===== config.mk =====
export PLATFORM = sky130hd
export DESIGN_NAME = skvt_ctrl
export DESIGN_NICKNAME = d
export VERILOG_FILES = /design/src/rtl/skvt_pkg.sv /design/src/rtl/skvt_ctrl.sv
export SDC_FILE = /design/constraint.sdc
export NUM_CORES = 1
export LEC_CHECK = 0
export ABC_CLOCK_PERIOD_IN_PS = 4450
export BUFFER_PORTS_ARGS = -buffer_cell sky130_fd_sc_hd__buf_4
export CELL_PAD_IN_SITES_DETAIL_PLACEMENT = 1
export CELL_PAD_IN_SITES_GLOBAL_PLACEMENT = 2
export CORE_ASPECT_RATIO = 1.25
export CORE_UTILIZATION = 22
export CTS_BUF_LIST = sky130_fd_sc_hd__clkbuf_8
export DETAILED_ROUTE_END_ITERATION = 12
export GPL_TIMING_DRIVEN = 0
export PLACE_DENSITY = 0.8
export SKIP_CTS_REPAIR_TIMING = 1
export SYNTH_ARGS = -nofsm -noshare
export SYNTH_HDL_FRONTEND = slang
export SYNTH_SLANG_ARGS = --single-unit
export TNS_END_PERCENT = 10

===== constraint.sdc =====
create_clock -name clk -period 4.45 [get_ports clk]
set_clock_uncertainty 0.05 [all_clocks]
set_input_delay 0.445 -clock clk [delete_from_list [all_inputs] [get_ports clk]]
set_output_delay 0.445 -clock clk [all_outputs]
set_load 0.05 [all_outputs]

===== src/rtl/skvt_pkg.sv =====
// ----------------------------------------------------------------------------
// skvt_pkg
// Shared types and constants for the sorted key/value table unit.
// ----------------------------------------------------------------------------
package skvt_pkg;

	// Default sizing of the table.
	localparam int DEF_TABLE_DEPTH = 4096;
	localparam int DEF_KEY_BITS    = 32;

	// Fixed widths of the request and result fields.
	localparam int OP_BITS    = 2;
	localparam int KEY_W      = 32;
	localparam int PAYLOAD_W  = 64;
	localparam int POS_BITS   = 12;
	localparam int COUNT_BITS = 13;

	// Operation codes of a request.
	localparam logic [OP_BITS-1:0] OP_INSERT = 2'd0;
	localparam logic [OP_BITS-1:0] OP_LOOKUP = 2'd1;
	localparam logic [OP_BITS-1:0] OP_READ   = 2'd2;

	// Result status codes.
	typedef enum logic [1:0] {
		STS_OK           = 2'd0,
		STS_FULL         = 2'd1,
		STS_NOT_FOUND    = 2'd2,
		STS_OUT_OF_RANGE = 2'd3
	} status_t;

	// Controller states.
	typedef enum logic [3:0] {
		ST_IDLE,
		ST_DISPATCH,
		ST_INS_RD,
		ST_INS_CMP,
		ST_LK_RD,
		ST_LK_CMP,
		ST_LK_FIN,
		ST_RD_WAIT,
		ST_FINISH
	} state_t;

	// Source of the memory read address.
	typedef enum logic [1:0] {
		RS_JM1,
		RS_MID,
		RS_LO,
		RS_POS
	} rd_sel_t;

	// Commands from the controller to the datapath.
	typedef struct packed {
		logic    latch_in;
		logic    init_ins;
		logic    init_lk;
		logic    rd_en;
		rd_sel_t rd_sel;
		logic    mid_ld;
		logic    wr_en;
		logic    wr_shift;
		logic    j_dec;
		logic    lk_step;
		logic    fill_inc;
		logic    set_res;
		status_t res_code;
		logic    res_take_rd;
		logic    load_out;
	} dp_cmd_t;

	// Status from the datapath to the controller.
	typedef struct packed {
		logic [OP_BITS-1:0] op;
		logic               full;
		logic               j_zero;
		logic               lo_lt_hi;
		logic               lo_lt_fill;
		logic               pos_lt_fill;
		logic               rd_gt_key;
		logic               rd_eq_key;
	} dp_stat_t;

endpackage


===== src/rtl/skvt_ctrl.sv =====
// ----------------------------------------------------------------------------
// skvt_ctrl
// Sequencer for insert, lookup and read requests and the result handshake.
// ----------------------------------------------------------------------------
module skvt_ctrl
	import skvt_pkg::*;
(
	input  logic     clk,
	input  logic     arst_n,
	input  logic     in_valid,
	output logic     in_stall,
	output logic     out_valid,
	input  logic     out_stall,
	input  dp_stat_t stat,
	output dp_cmd_t  cmd
);

	state_t state_q;
	state_t state_d;
	logic   out_valid_q;

	always_ff @(posedge clk or negedge arst_n) begin
		if (!arst_n) begin
			state_q     <= ST_IDLE;
			out_valid_q <= 1'b0;
		end else begin
			state_q <= state_d;
			if (cmd.load_out) begin
				out_valid_q <= 1'b1;
			end else if (!out_stall) begin
				out_valid_q <= 1'b0;
			end
		end
	end

	always_comb begin
		state_d = state_q;
		cmd     = '0;
		case (state_q)
			ST_IDLE: begin
				if (in_valid) begin
					cmd.latch_in = 1'b1;
					state_d      = ST_DISPATCH;
				end
			end
			ST_DISPATCH: begin
				case (stat.op)
					OP_INSERT: begin
						if (stat.full) begin
							cmd.set_res  = 1'b1;
							cmd.res_code = STS_FULL;
							state_d      = ST_FINISH;
						end else begin
							cmd.init_ins = 1'b1;
							state_d      = ST_INS_RD;
						end
					end
					OP_LOOKUP: begin
						cmd.init_lk = 1'b1;
						state_d     = ST_LK_RD;
					end
					OP_READ: begin
						if (stat.pos_lt_fill) begin
							cmd.rd_en  = 1'b1;
							cmd.rd_sel = RS_POS;
							state_d    = ST_RD_WAIT;
						end else begin
							cmd.set_res  = 1'b1;
							cmd.res_code = STS_OUT_OF_RANGE;
							state_d      = ST_FINISH;
						end
					end
					default: begin
						cmd.set_res  = 1'b1;
						cmd.res_code = STS_OK;
						state_d      = ST_FINISH;
					end
				endcase
			end
			ST_INS_RD: begin
				if (stat.j_zero) begin
					cmd.wr_en    = 1'b1;
					cmd.fill_inc = 1'b1;
					cmd.set_res  = 1'b1;
					cmd.res_code = STS_OK;
					state_d      = ST_FINISH;
				end else begin
					cmd.rd_en  = 1'b1;
					cmd.rd_sel = RS_JM1;
					state_d    = ST_INS_CMP;
				end
			end
			ST_INS_CMP: begin
				cmd.wr_en = 1'b1;
				if (stat.rd_gt_key) begin
					cmd.wr_shift = 1'b1;
					cmd.j_dec    = 1'b1;
					state_d      = ST_INS_RD;
				end else begin
					cmd.fill_inc = 1'b1;
					cmd.set_res  = 1'b1;
					cmd.res_code = STS_OK;
					state_d      = ST_FINISH;
				end
			end
			ST_LK_RD: begin
				if (stat.lo_lt_hi) begin
					cmd.rd_en  = 1'b1;
					cmd.rd_sel = RS_MID;
					cmd.mid_ld = 1'b1;
					state_d    = ST_LK_CMP;
				end else if (stat.lo_lt_fill) begin
					cmd.rd_en  = 1'b1;
					cmd.rd_sel = RS_LO;
					state_d    = ST_LK_FIN;
				end else begin
					cmd.set_res  = 1'b1;
					cmd.res_code = STS_NOT_FOUND;
					state_d      = ST_FINISH;
				end
			end
			ST_LK_CMP: begin
				cmd.lk_step = 1'b1;
				state_d     = ST_LK_RD;
			end
			ST_LK_FIN: begin
				cmd.set_res     = 1'b1;
				cmd.res_code    = stat.rd_eq_key ? STS_OK : STS_NOT_FOUND;
				cmd.res_take_rd = stat.rd_eq_key;
				state_d         = ST_FINISH;
			end
			ST_RD_WAIT: begin
				cmd.set_res     = 1'b1;
				cmd.res_code    = STS_OK;
				cmd.res_take_rd = 1'b1;
				state_d         = ST_FINISH;
			end
			ST_FINISH: begin
				if (!out_valid_q || !out_stall) begin
					cmd.load_out = 1'b1;
					state_d      = ST_IDLE;
				end
			end
			default: begin
				state_d = ST_IDLE;
			end
		endcase
	end

	assign in_stall  = (state_q != ST_IDLE);
	assign out_valid = out_valid_q;

	// A result is only moved to the output register when the slot is free.
	a_load_free: assert property (@(posedge clk) disable iff (!arst_n)
		cmd.load_out |-> (!out_valid_q || !out_stall))
		else $error("result loaded over an unaccepted result");

	// An accepted request always proceeds to decode.
	a_accept_dispatch: assert property (@(posedge clk) disable iff (!arst_n)
		(state_q == ST_IDLE && in_valid) |=> (state_q == ST_DISPATCH))
		else $error("accepted request did not reach decode");

	// The fill count grows only on an insert into a table with room.
	a_fill_insert: assert property (@(posedge clk) disable iff (!arst_n)
		cmd.fill_inc |-> (stat.op == OP_INSERT && !stat.full))
		else $error("fill count advanced outside a legal insert");

	// The table is written only while an insert is in progress.
	a_wr_insert: assert property (@(posedge clk) disable iff (!arst_n)
		cmd.wr_en |-> (stat.op == OP_INSERT))
		else $error("table written outside an insert");

endmodule


== Word-level counts from Yosys, hierarchy flattened ==
Index checks and enable logic that the tools add are counted.

* Flip-flop bits (word level): 5
* Input bits: 13

* Mux-type cells: 44
* Reduce and logical (&&, ||, !) cells: 8
* Equality and inequality tests: 13

{| class="wikitable"
|+ Operators with widths
! operator !! number
|-
| 2-to-1 mux 4 bit || 10
|-
| case mux 4 bit (8 select lines) || 1
|-
| 2-to-1 mux 3 bit || 9
|-
| case mux 3 bit (3 select lines) || 2
|-
| case mux 3 bit (6 select lines) || 1
|-
| == test 4 x 3 -> 1 bit, second input constant || 4
|-
| 2-to-1 mux 1 bit || 13
|-
| case mux 4 bit (3 select lines) || 1
|-
| == test 4 x 2 -> 1 bit, second input constant || 2
|-
| 2-to-1 mux 2 bit || 4
|-
| case mux 1 bit (2 select lines) || 3
|-
| == test 4 x 1 -> 1 bit, second input constant || 1
|-
| == test 4 bit, second input constant || 1
|-
| zero test 4 bit || 1
|-
| inequality test 2 bit, second input constant || 2
|-
| nonzero test 4 bit || 1
|-
| == test 2 x 1 -> 1 bit, second input constant || 1
|-
| == test 2 bit, second input constant || 1
|-
| zero test 1 bit || 2
|-
| zero test 2 bit || 1
|-
| inequality test 2 x 1 -> 1 bit, second input constant || 1
|-
| AND reduction 2 bit || 1
|-
| OR reduction 2 bit || 1
|-
| logical OR 1 bit || 1
|}

== Longest topological paths before layout ==
Gate-level depths: netlist of run 1.

* Depth in word-level cells: 5
* Depth in mapped cells: 6
* Mapped depth without buffers: 4

== Worst setup path after synthesis of run 1 ==
No wires, ideal clock.

* Kind: reg2out
* Start: register state_q[2]
* End: output cmd[15] (netlist bit)
* Stages on the path, launching flop included: 5
* Buffers on the path: 2
* Data required time: 3.955 ns
* Slack: 1.393 ns
* Arrival time: 2.562 ns
* Cells stage by stage: dfrtp_1 > buf_6 > or4b_1 > buf_2 > nor4_1

{| class="wikitable"
|+ RTL lines
! what !! line !! source
|-
| start, declared || skvt_ctrl.sv:18 || <nowiki>state_t state_q;</nowiki>
|-
| start signal, assigned || skvt_ctrl.sv:27 || <nowiki>state_q <= state_d;</nowiki>
|-
| end, declared || skvt_ctrl.sv:15 || <nowiki>output dp_cmd_t cmd</nowiki>
|}

==> results of run 1 <==
==> cell usage after synthesis, drive strengths merged <==
cell and instances:
nor3b 2, nor3 4, nand4 1, o21ai 1, o211a 1, or2b 1
nor2b 2, nand2 12, or4b 2, o211ai 1, nand3b 2, or4 1
a21oi 2, nor4 1, inv 4, a32oi 1, o31ai 1, nor2 11
nand2b 3, dfrtp 5, and3 1, buf 4, or2 1, o41ai 1
a2111o 1, clkbuf 1, a211o 1, o311a 1, a31oi 1, nand3 1
==> cell type report <==
class                   count  area (um^2)  area share (%)
multi-input cells          57          327            39.6
repair buffers             32          243            29.4
flip-flops and latches      5          125            15.2
clock buffers               3         41.3            5.01
well taps                  30         37.5            4.55
plain buffers               5         32.5            3.95
inverters                   4         15.0            1.82
clock inverters             1         3.75           0.455
==> critical path, stage by stage, from the launching register on <==
cell and delay (ns):
dfrtp_1 0.36, buf_6 0.14, or4b_1 0.48, buf_2 0.16, or4_1 0.39, nand3b_1 0.09
buf_4 0.20
==> per-stage QoR <==
step	cell area [um^2]	setup slack [ns]	hold WS [ns]	util, %
floorplan	499	1.39	0.0994	-
global placement	769	2.14	0.199	37.5
detailed placement	769	2.14	0.199	37.5
CTS	815	1.90	-0.0395	39.7
global route	825	1.80	0.427	40.2
finish	825	1.91	0.418	40.2
==> routing by layer <==
layer	part of all wire, %	GRT usage [%]
met5	0	0
met3	4.4	0.980
met4	2.2	9.09
met1	44	18.8
met2	50	23.5
==> registers in the layout, summed over array words and instances (netlist names) <==
register / cells
state_q: 4
out_valid: 1
==> final timing paths <==
kind / from / endpoint / slack, ns / cells after the start
worst min register to register: out_valid$_DFFE_PN0P_ / out_valid$_DFFE_PN0P_ / 0.49 / 2
min in group asynchronous: arst_n / state_q[1]$_DFFE_PN0P_ / 0.52 / 2
worst max-delay path: state_q[2]$_DFFE_PN0P_ / cmd[3] / 1.91 / 6
worst min-delay path: stat[3] / state_q[1]$_DFFE_PN0P_ / 0.42 / 2
max in group asynchronous: arst_n / state_q[2]$_DFFE_PN0P_ / 3.73 / 2
worst max register to register: state_q[2]$_DFFE_PN0P_ / state_q[0]$_DFFE_PN0P_ / 2.64 / 6
==> power by group through the flow <==
stage                     Clock [mW]  Sequential, mW  Combinational [mW]
after global routing          0.0877          0.0859               0.492
final                         0.0831          0.0828               0.461
after detailed placement           0          0.0824               0.463
after floorplan                    0          0.0937               0.323
after global placement             0          0.0819               0.463
after CTS                     0.0853          0.0827               0.464
==> kinds of logic (layout without fill, tap and decap cells) <==
kind of cell | count (synthesis) | after routing
buffers and inverters | 9 | 45
AO/OA/AOI/OAI | 12 | 12
AND/OR/NAND/NOR | 45 | 45
flip-flops | 5 | 5
==> run summary, run 1 <==
=====================================================================================
Run status                                                                  completed
Final Max Slew Viols                                                                0
Register area share after synthesis                                             25.1%
Syn-to-layout area delta                                                        65.2%
H-tree levels                                                                       1
Number of antenna violations at the first check in global routing                   0
Clock-pin slew of the registers on the worst-case setup and hold paths        0.04 ns
Drt initial violations                                                              8
Warnings from Yosys                                                                 0
Most common cell after layout, fill and taps aside                              buf_4
Synth area leader                                                             dfrtp_1
Unrepaired setup endpoints after global routing                                 false
Startpoint type of the worst setup path                                      register
Worst slew slack as a fraction of its limit                                     75.6%
Initial standard-cell utilization of the core                                   24.4%
Endpoints failing hold                                                              0
Switching part of the total power                                               56.1%
Global router's overall resource usage                                          14.8%
Total I/O pin count                                                                32
Mux cell area share after synthesis                                                0%
Gpl congestion                                                                  0.809
Net count after synthesis                                                          84
DRC                                                                                 0
Int Pwr                                                                      0.275 mW
Power per unit of standard cell area                                      760 nW/um^2
Worst Max-Slew Pin Slew                                                      0.362 ns
Fraction of final layout cells sized beyond drive strength 1                    37.4%
IO Port Bufs                                                                       31
Nets                                                                              121
Worst path required time                                                      3.95 ns
Antenna Diode Count                                                                 0
Cell Area, Synth                                                             499 um^2
Final total power                                                            0.627 mW
Post-Route Setup TNS                                                             0 ns
Worst voltage drop across the vdd grid                                         413 uV
Top fanout value on the critical path                                              10
Final non-filler cell total                                                       137
Via density                                                                      4.69
Critical path capture point type                                         primary output
Overflow after GRT                                                                  0
Synthesized-area fraction occupied by and/or/nand/nor cells                     46.6%
Number of clock buffers inserted by TritonCTS                                       3
Area share of the leading cell type in the synthesized netlist                  25.1%
Path type of the worst min-delay path                                          in2reg
Half-perimeter wire length of the detailed placement result                   1320 um
Total of fill cells in the finished design                                        277
Top library cells by usage in the layout, fill and taps aside            buf_4 (32), nand2_1 (12), nor2_1 (11), inv_1 (5), dfrtp_1 (5)
Pin count of the biggest net entering global routing                               11
Clock network fraction of total power                                           13.3%
Routed Antenna Nets                                                                 0
Proportion of power drawn by combinational gates                                73.5%
TritonCTS clock tree                                                            built
Top post-synthesis cells by area                                         dfrtp_1 (25%), nand2_1 (9.0%), nor2_1 (8.3%)
Vert. Die Dim                                                                 55.3 um
Reported max-cap violation count                                                    0
Count of standard-cell rows                                                        18
Share of the synthesized area in compound gates (AO/OA/AOI/OAI)                 18.8%
Mean Syn Cell Area                                                          7.03 um^2
Cells after DPL                                                                   132
Sum of routed wire length over all layers                                     1650 um
Power share of the sequential group                                             13.2%
Gate Count Post-Synth                                                              71
Area of the die                                                             2460 um^2
Clock sink total                                                                    5
Source-to-sink clock delay at the later pin of the worst-skew pair            0.22 ns
Horizontal extent of the die                                                  44.6 um
Pre-antenna DRT Iters                                                               4
Kind of critical path                                                         reg2out
Core area                                                                   2050 um^2
Routed WL per cell                                                            12.1 um
Xor and xnor fraction of the mapped netlist area                                   0%
Crit share post-route                                                           57.1%
Number of storage elements in the synthesis netlist                                 5
Shortest period the worst path allows                                         2.54 ns
Main combinational cell family by area after synthesis                   simple AND/OR/NAND/NOR gates
DR vias                                                                           643
Number of global-route vias before repair                                         634
Leakage power figure                                                         0.455 nW
Area share of fa/ha/maj cells after synthesis                                      0%
Final-report setup violation count                                                  0
Longest Clk Path Bufs                                                               2
WP data arrival                                                               2.05 ns
Timing-limited maximum frequency                                            0.393 GHz
Cell chosen for the clock root                                               clkbuf_8
Sw Pwr                                                                       0.351 mW
Synth unique cells                                                                 33
Wire length of the first global-routing pass                                  2740 um
=====================================================================================
Power figures use the tool's default switching activity.
==> run 2: changes to the inputs <==
--- a/config.mk
+++ b/config.mk
@@ -5,16 +5,17 @@
 export SDC_FILE = /design/constraint.sdc
 export NUM_CORES = 1
 export LEC_CHECK = 0
-export ABC_CLOCK_PERIOD_IN_PS = 4450
+export ABC_AREA = 1
+export ABC_CLOCK_PERIOD_IN_PS = 2300
 export BUFFER_PORTS_ARGS = -buffer_cell sky130_fd_sc_hd__buf_4
 export CELL_PAD_IN_SITES_DETAIL_PLACEMENT = 1
 export CELL_PAD_IN_SITES_GLOBAL_PLACEMENT = 2
 export CORE_ASPECT_RATIO = 1.25
-export CORE_UTILIZATION = 22
+export CORE_UTILIZATION = 18
 export CTS_BUF_LIST = sky130_fd_sc_hd__clkbuf_8
 export DETAILED_ROUTE_END_ITERATION = 12
 export GPL_TIMING_DRIVEN = 0
-export PLACE_DENSITY = 0.8
+export PLACE_DENSITY = 0.72
 export SKIP_CTS_REPAIR_TIMING = 1
 export SYNTH_ARGS = -nofsm -noshare
 export SYNTH_HDL_FRONTEND = slang
==> constraint.sdc (replaced) <==
create_clock -name clk -period 2.3 [get_ports clk]
set_clock_uncertainty 0.05 [all_clocks]
set_input_delay 0.23 -clock clk [delete_from_list [all_inputs] [get_ports clk]]
set_output_delay 0.23 -clock clk [all_outputs]
set_load 0.05 [all_outputs]
==> run 2 against run 1 <==
Net effect: area after synthesis is 3.5% higher; synthesized cell count grew 23%; non-clock buffer count shrank 4; sequential cell count is the same; wire length shrank 1.0%; critical path depth rose by 1; hold slack got worse by 0.23 ns; final area up 3.5%; critical path type unchanged.
==> run summary, run 2 <==
=========================================================================================
Run status                                                                      completed   unchanged
Flip-flop count of the largest register after layout                                    4   unchanged
Source-to-sink clock delay at the later pin of the worst-skew pair                0.22 ns   about the same
Kind of critical path                                                             reg2out   unchanged
Via density                                                                          4.06   was 4.69
Number of global-route vias before repair                                             613   was 634
Net count after synthesis                                                             100   was 84
Leakage power figure                                                             0.555 nW   was 0.455 nW
Overflow after GRT                                                                      0   unchanged
Nets                                                                                  137   was 121
Hold path startpoint                                                            out_stall   was stat[3]
Timing-limited maximum frequency                                                0.560 GHz
Final-report setup violation count                                                      0   unchanged
Clock-pin slew of the registers on the worst-case setup and hold paths            0.03 ns   was 0.04 ns
Top library cells by usage in the layout, fill and taps aside                buf_4 (32), inv_1 (20), nand2_1 (19), nor2_1 (12), nand3_1 (11)   was buf_4 (32), nand2_1 (12), nor2_1 (11), inv_1 (5), dfrtp_1 (5)
Sum of routed wire length over all layers                                         1640 um   was 1650 um
Area share of the leading cell type in the synthesized netlist                      24.2%   was 25.1%
Gate Count Post-Synth                                                                  87   was 71
Number of clock buffers inserted by TritonCTS                                           3   unchanged
Critical path capture point type                                             primary output   unchanged
Syn-to-layout area delta                                                            65.1%   was 65.2%
Clock sink total                                                                        5   unchanged
TritonCTS clock tree                                                                built   unchanged
Shortest period the worst path allows                                             1.79 ns
Most used DFF post-synth                                                          dfrtp_1   unchanged
Power per unit of standard cell area                                         1280 nW/um^2   was 760 nW/um^2
Number of storage elements in the synthesis netlist                                     5   unchanged
Most frequent cells after synthesis                                          inv_1 (19), nand2_1 (19), nor2_1 (12)   was nand2_1 (12), nor2_1 (11), dfrtp_1 (5)
Core area                                                                       2710 um^2   was 2050 um^2
WP data arrival                                                                   1.51 ns   was 2.05 ns
Fraction of final layout cells sized beyond drive strength 1                        35.8%   was 37.4%
Worst Max-Slew Pin Slew                                                          0.273 ns   was 0.362 ns
Crit share post-route                                                               77.7%
Top post-synthesis cells by area                                             dfrtp_1 (24%), inv_1 (14%), nand2_1 (14%)   was dfrtp_1 (25%), nand2_1 (9.0%), nor2_1 (8.3%)
Worst slew slack as a fraction of its limit                                         81.7%   was 75.6%
Top fanout value on the critical path                                                   7   was 10
Pre-antenna DRT Iters                                                                   4   unchanged
Total of fill cells in the finished design                                            368   was 277
Unrepaired setup endpoints after global routing                                     false   unchanged
Post-Route Setup TNS                                                                 0 ns   unchanged
Vert. Die Dim                                                                     61.9 um   was 55.3 um
Half-perimeter wire length of the detailed placement result                       1440 um   was 1320 um
Worst path required time                                                          2.02 ns   was 3.95 ns
Area of the die                                                                 3090 um^2   was 2460 um^2
Horizontal extent of the die                                                      49.9 um   was 44.6 um
Gpl congestion                                                                      0.734   was 0.809
Longest Clk Path Bufs                                                                   2   unchanged
Pin count of the biggest net entering global routing                                    8   was 11
Worst hold slack                                                                 0.184 ns   was 0.418 ns
Register containing the most flip-flops in the final layout                       state_q   unchanged
Synth area leader                                                                 dfrtp_1   unchanged
Total I/O pin count                                                                    32   unchanged
Reported max-cap violation count                                                        0   unchanged
Cell chosen for the clock root                                                   clkbuf_8   unchanged
Endpoints failing hold                                                                  0   unchanged
Register-to-register setup slack                                                  1.03 ns   was 2.64 ns
Path type of the worst min-delay path                                              in2reg   unchanged
Number of synthesized flops with an enable pin                                          0   unchanged
Initial standard-cell utilization of the core                                       19.1%   was 24.4%
Warnings from Yosys                                                                     0   unchanged
Final non-filler cell total                                                           157   was 137
Worst voltage drop across the vdd grid                                             444 uV   was 413 uV
Cell Area, Synth                                                                 517 um^2   was 499 um^2
Routed WL per cell                                                                10.4 um   was 12.1 um
Final Max Slew Viols                                                                    0   unchanged
Global router's overall resource usage                                              11.7%   was 14.8%
Cell count of the worst reg-to-reg path                                                 7   was 6
H-tree levels                                                                           1   unchanged
Most common cell after layout, fill and taps aside                                  buf_4   unchanged
Startpoint type of the worst setup path                                          register   unchanged
Cells after DPL                                                                       152   was 132
Drt initial violations                                                                 10   was 8
Antenna Diode Count                                                                     0   unchanged
Mean Syn Cell Area                                                              5.94 um^2   was 7.03 um^2
IO Port Bufs                                                                           31   unchanged
Startpoint of the worst register-to-register path                            state_q[0]$_DFFE_PN0P_   was state_q[2]$_DFFE_PN0P_
Wire length of the first global-routing pass                                      2730 um   was 2740 um
Proportion of register bits with asynchronous set or reset after synthesis           100%   unchanged
DR vias                                                                               638   was 643
Worst reg2reg endpoint                                                       state_q[0]$_DFFE_PN0P_   unchanged
Count of standard-cell rows                                                            21   was 18
Destination of the critical timing path                                            cmd[8]   was cmd[3]
Fraction of the core area covered by cells at the end of the flow                   31.5%   was 40.2%
Worst Setup SP                                                               state_q[3]$_DFFE_PN0P_   was state_q[2]$_DFFE_PN0P_
Synth unique cells                                                                     19   was 33
Register area share after synthesis                                                 24.2%   was 25.1%
DRC                                                                                     0   unchanged
Number of antenna violations at the first check in global routing                       0   unchanged
Routed Antenna Nets                                                                     0   unchanged
=========================================================================================
-- run 2: stage by stage --
| step | worst slack [ns] | total power, mW | area [um^2] |
|---|---|---|---|
| 2_1_floorplan | 0.243 | 0.722 | 523 |
| 3_3_place_gp | 0.735 | 0.937 | 798 |
| 3_5_place_dp | 0.719 | 0.945 | 798 |
| 4_1_cts | 0.479 | 1.11 | 843 |
| 5_1_grt | 0.353 | 1.17 | 853 |
| 6_report | 0.513 | 1.09 | 853 |
-- run 2: critical path, stage by stage (launching register included) --
cell and delay, ns:
dfrtp_1 0.42, nor2_4 0.24, inv_1 0.08, nor2_1 0.09
nand2_1 0.09, inv_1 0.08, buf_4 0.10, buf_4 0.18
-- run 2: cell families (layout without fill, tap and decap cells) --
kind of cell	count (synthesis)	in the layout	synth area share (%)
simple gates	54	54	51.6
compound gates	7	7	7.99
buf+inv	21	57	16.2
flops	5	5	24.2
-- run 2: worst min-delay path by stage --
stage | end | cells past startpoint | slack (ns)
global placement | out_valid$_DFFE_PN0P_ | 1 | -0.01
detailed placement | out_valid$_DFFE_PN0P_ | 1 | -0.01
CTS | out_valid$_DFFE_PN0P_ | 1 | -0.25
global route | out_valid$_DFFE_PN0P_ | 3 | 0.20
floorplan | out_valid$_DFFE_PN0P_ | 0 | -0.12
finish | out_valid$_DFFE_PN0P_ | 3 | 0.18
-- run 2: report_power, final --
| part | switching, mW | internal [mW] | leakage (nW) |
|---|---|---|---|
| Combinational | 0.552 | 0.216 | 0.462 |
| Clock | 0.0427 | 0.114 | 0.0269 |
| Sequential | 0.0395 | 0.124 | 0.0657 |
| Total | 0.634 | 0.455 | 0.555 |
-- run 2: cell type report --
class                   count  area [um^2]  share of cell area, %
repair buffers             32          243                   28.4
inverters                  20         76.3                   8.94
clock buffers               3         41.3                   4.84
plain buffers               1         7.51                  0.880
clock inverters             1         3.75                  0.440
flip-flops and latches      5          125                   14.7
well taps                  34         42.5                   4.99
multi-input cells          61          314                   36.8
-- run 2: per-layer routing --
| layer | up-vias | routed length (um) | part of all wire, % | global-route usage (%) |
|---|---|---|---|---|
| li1 | 344 | - | - | - |
| met1 | 276 | 726 | 44 | 14.1 |
| met2 | 16 | 837 | 51 | 20.3 |
| met3 | 2 | 65 | 4.0 | 2.43 |
| met4 | 0 | 7 | 0.43 | 4.90 |
| met5 | - | 0 | 0 | 0 |
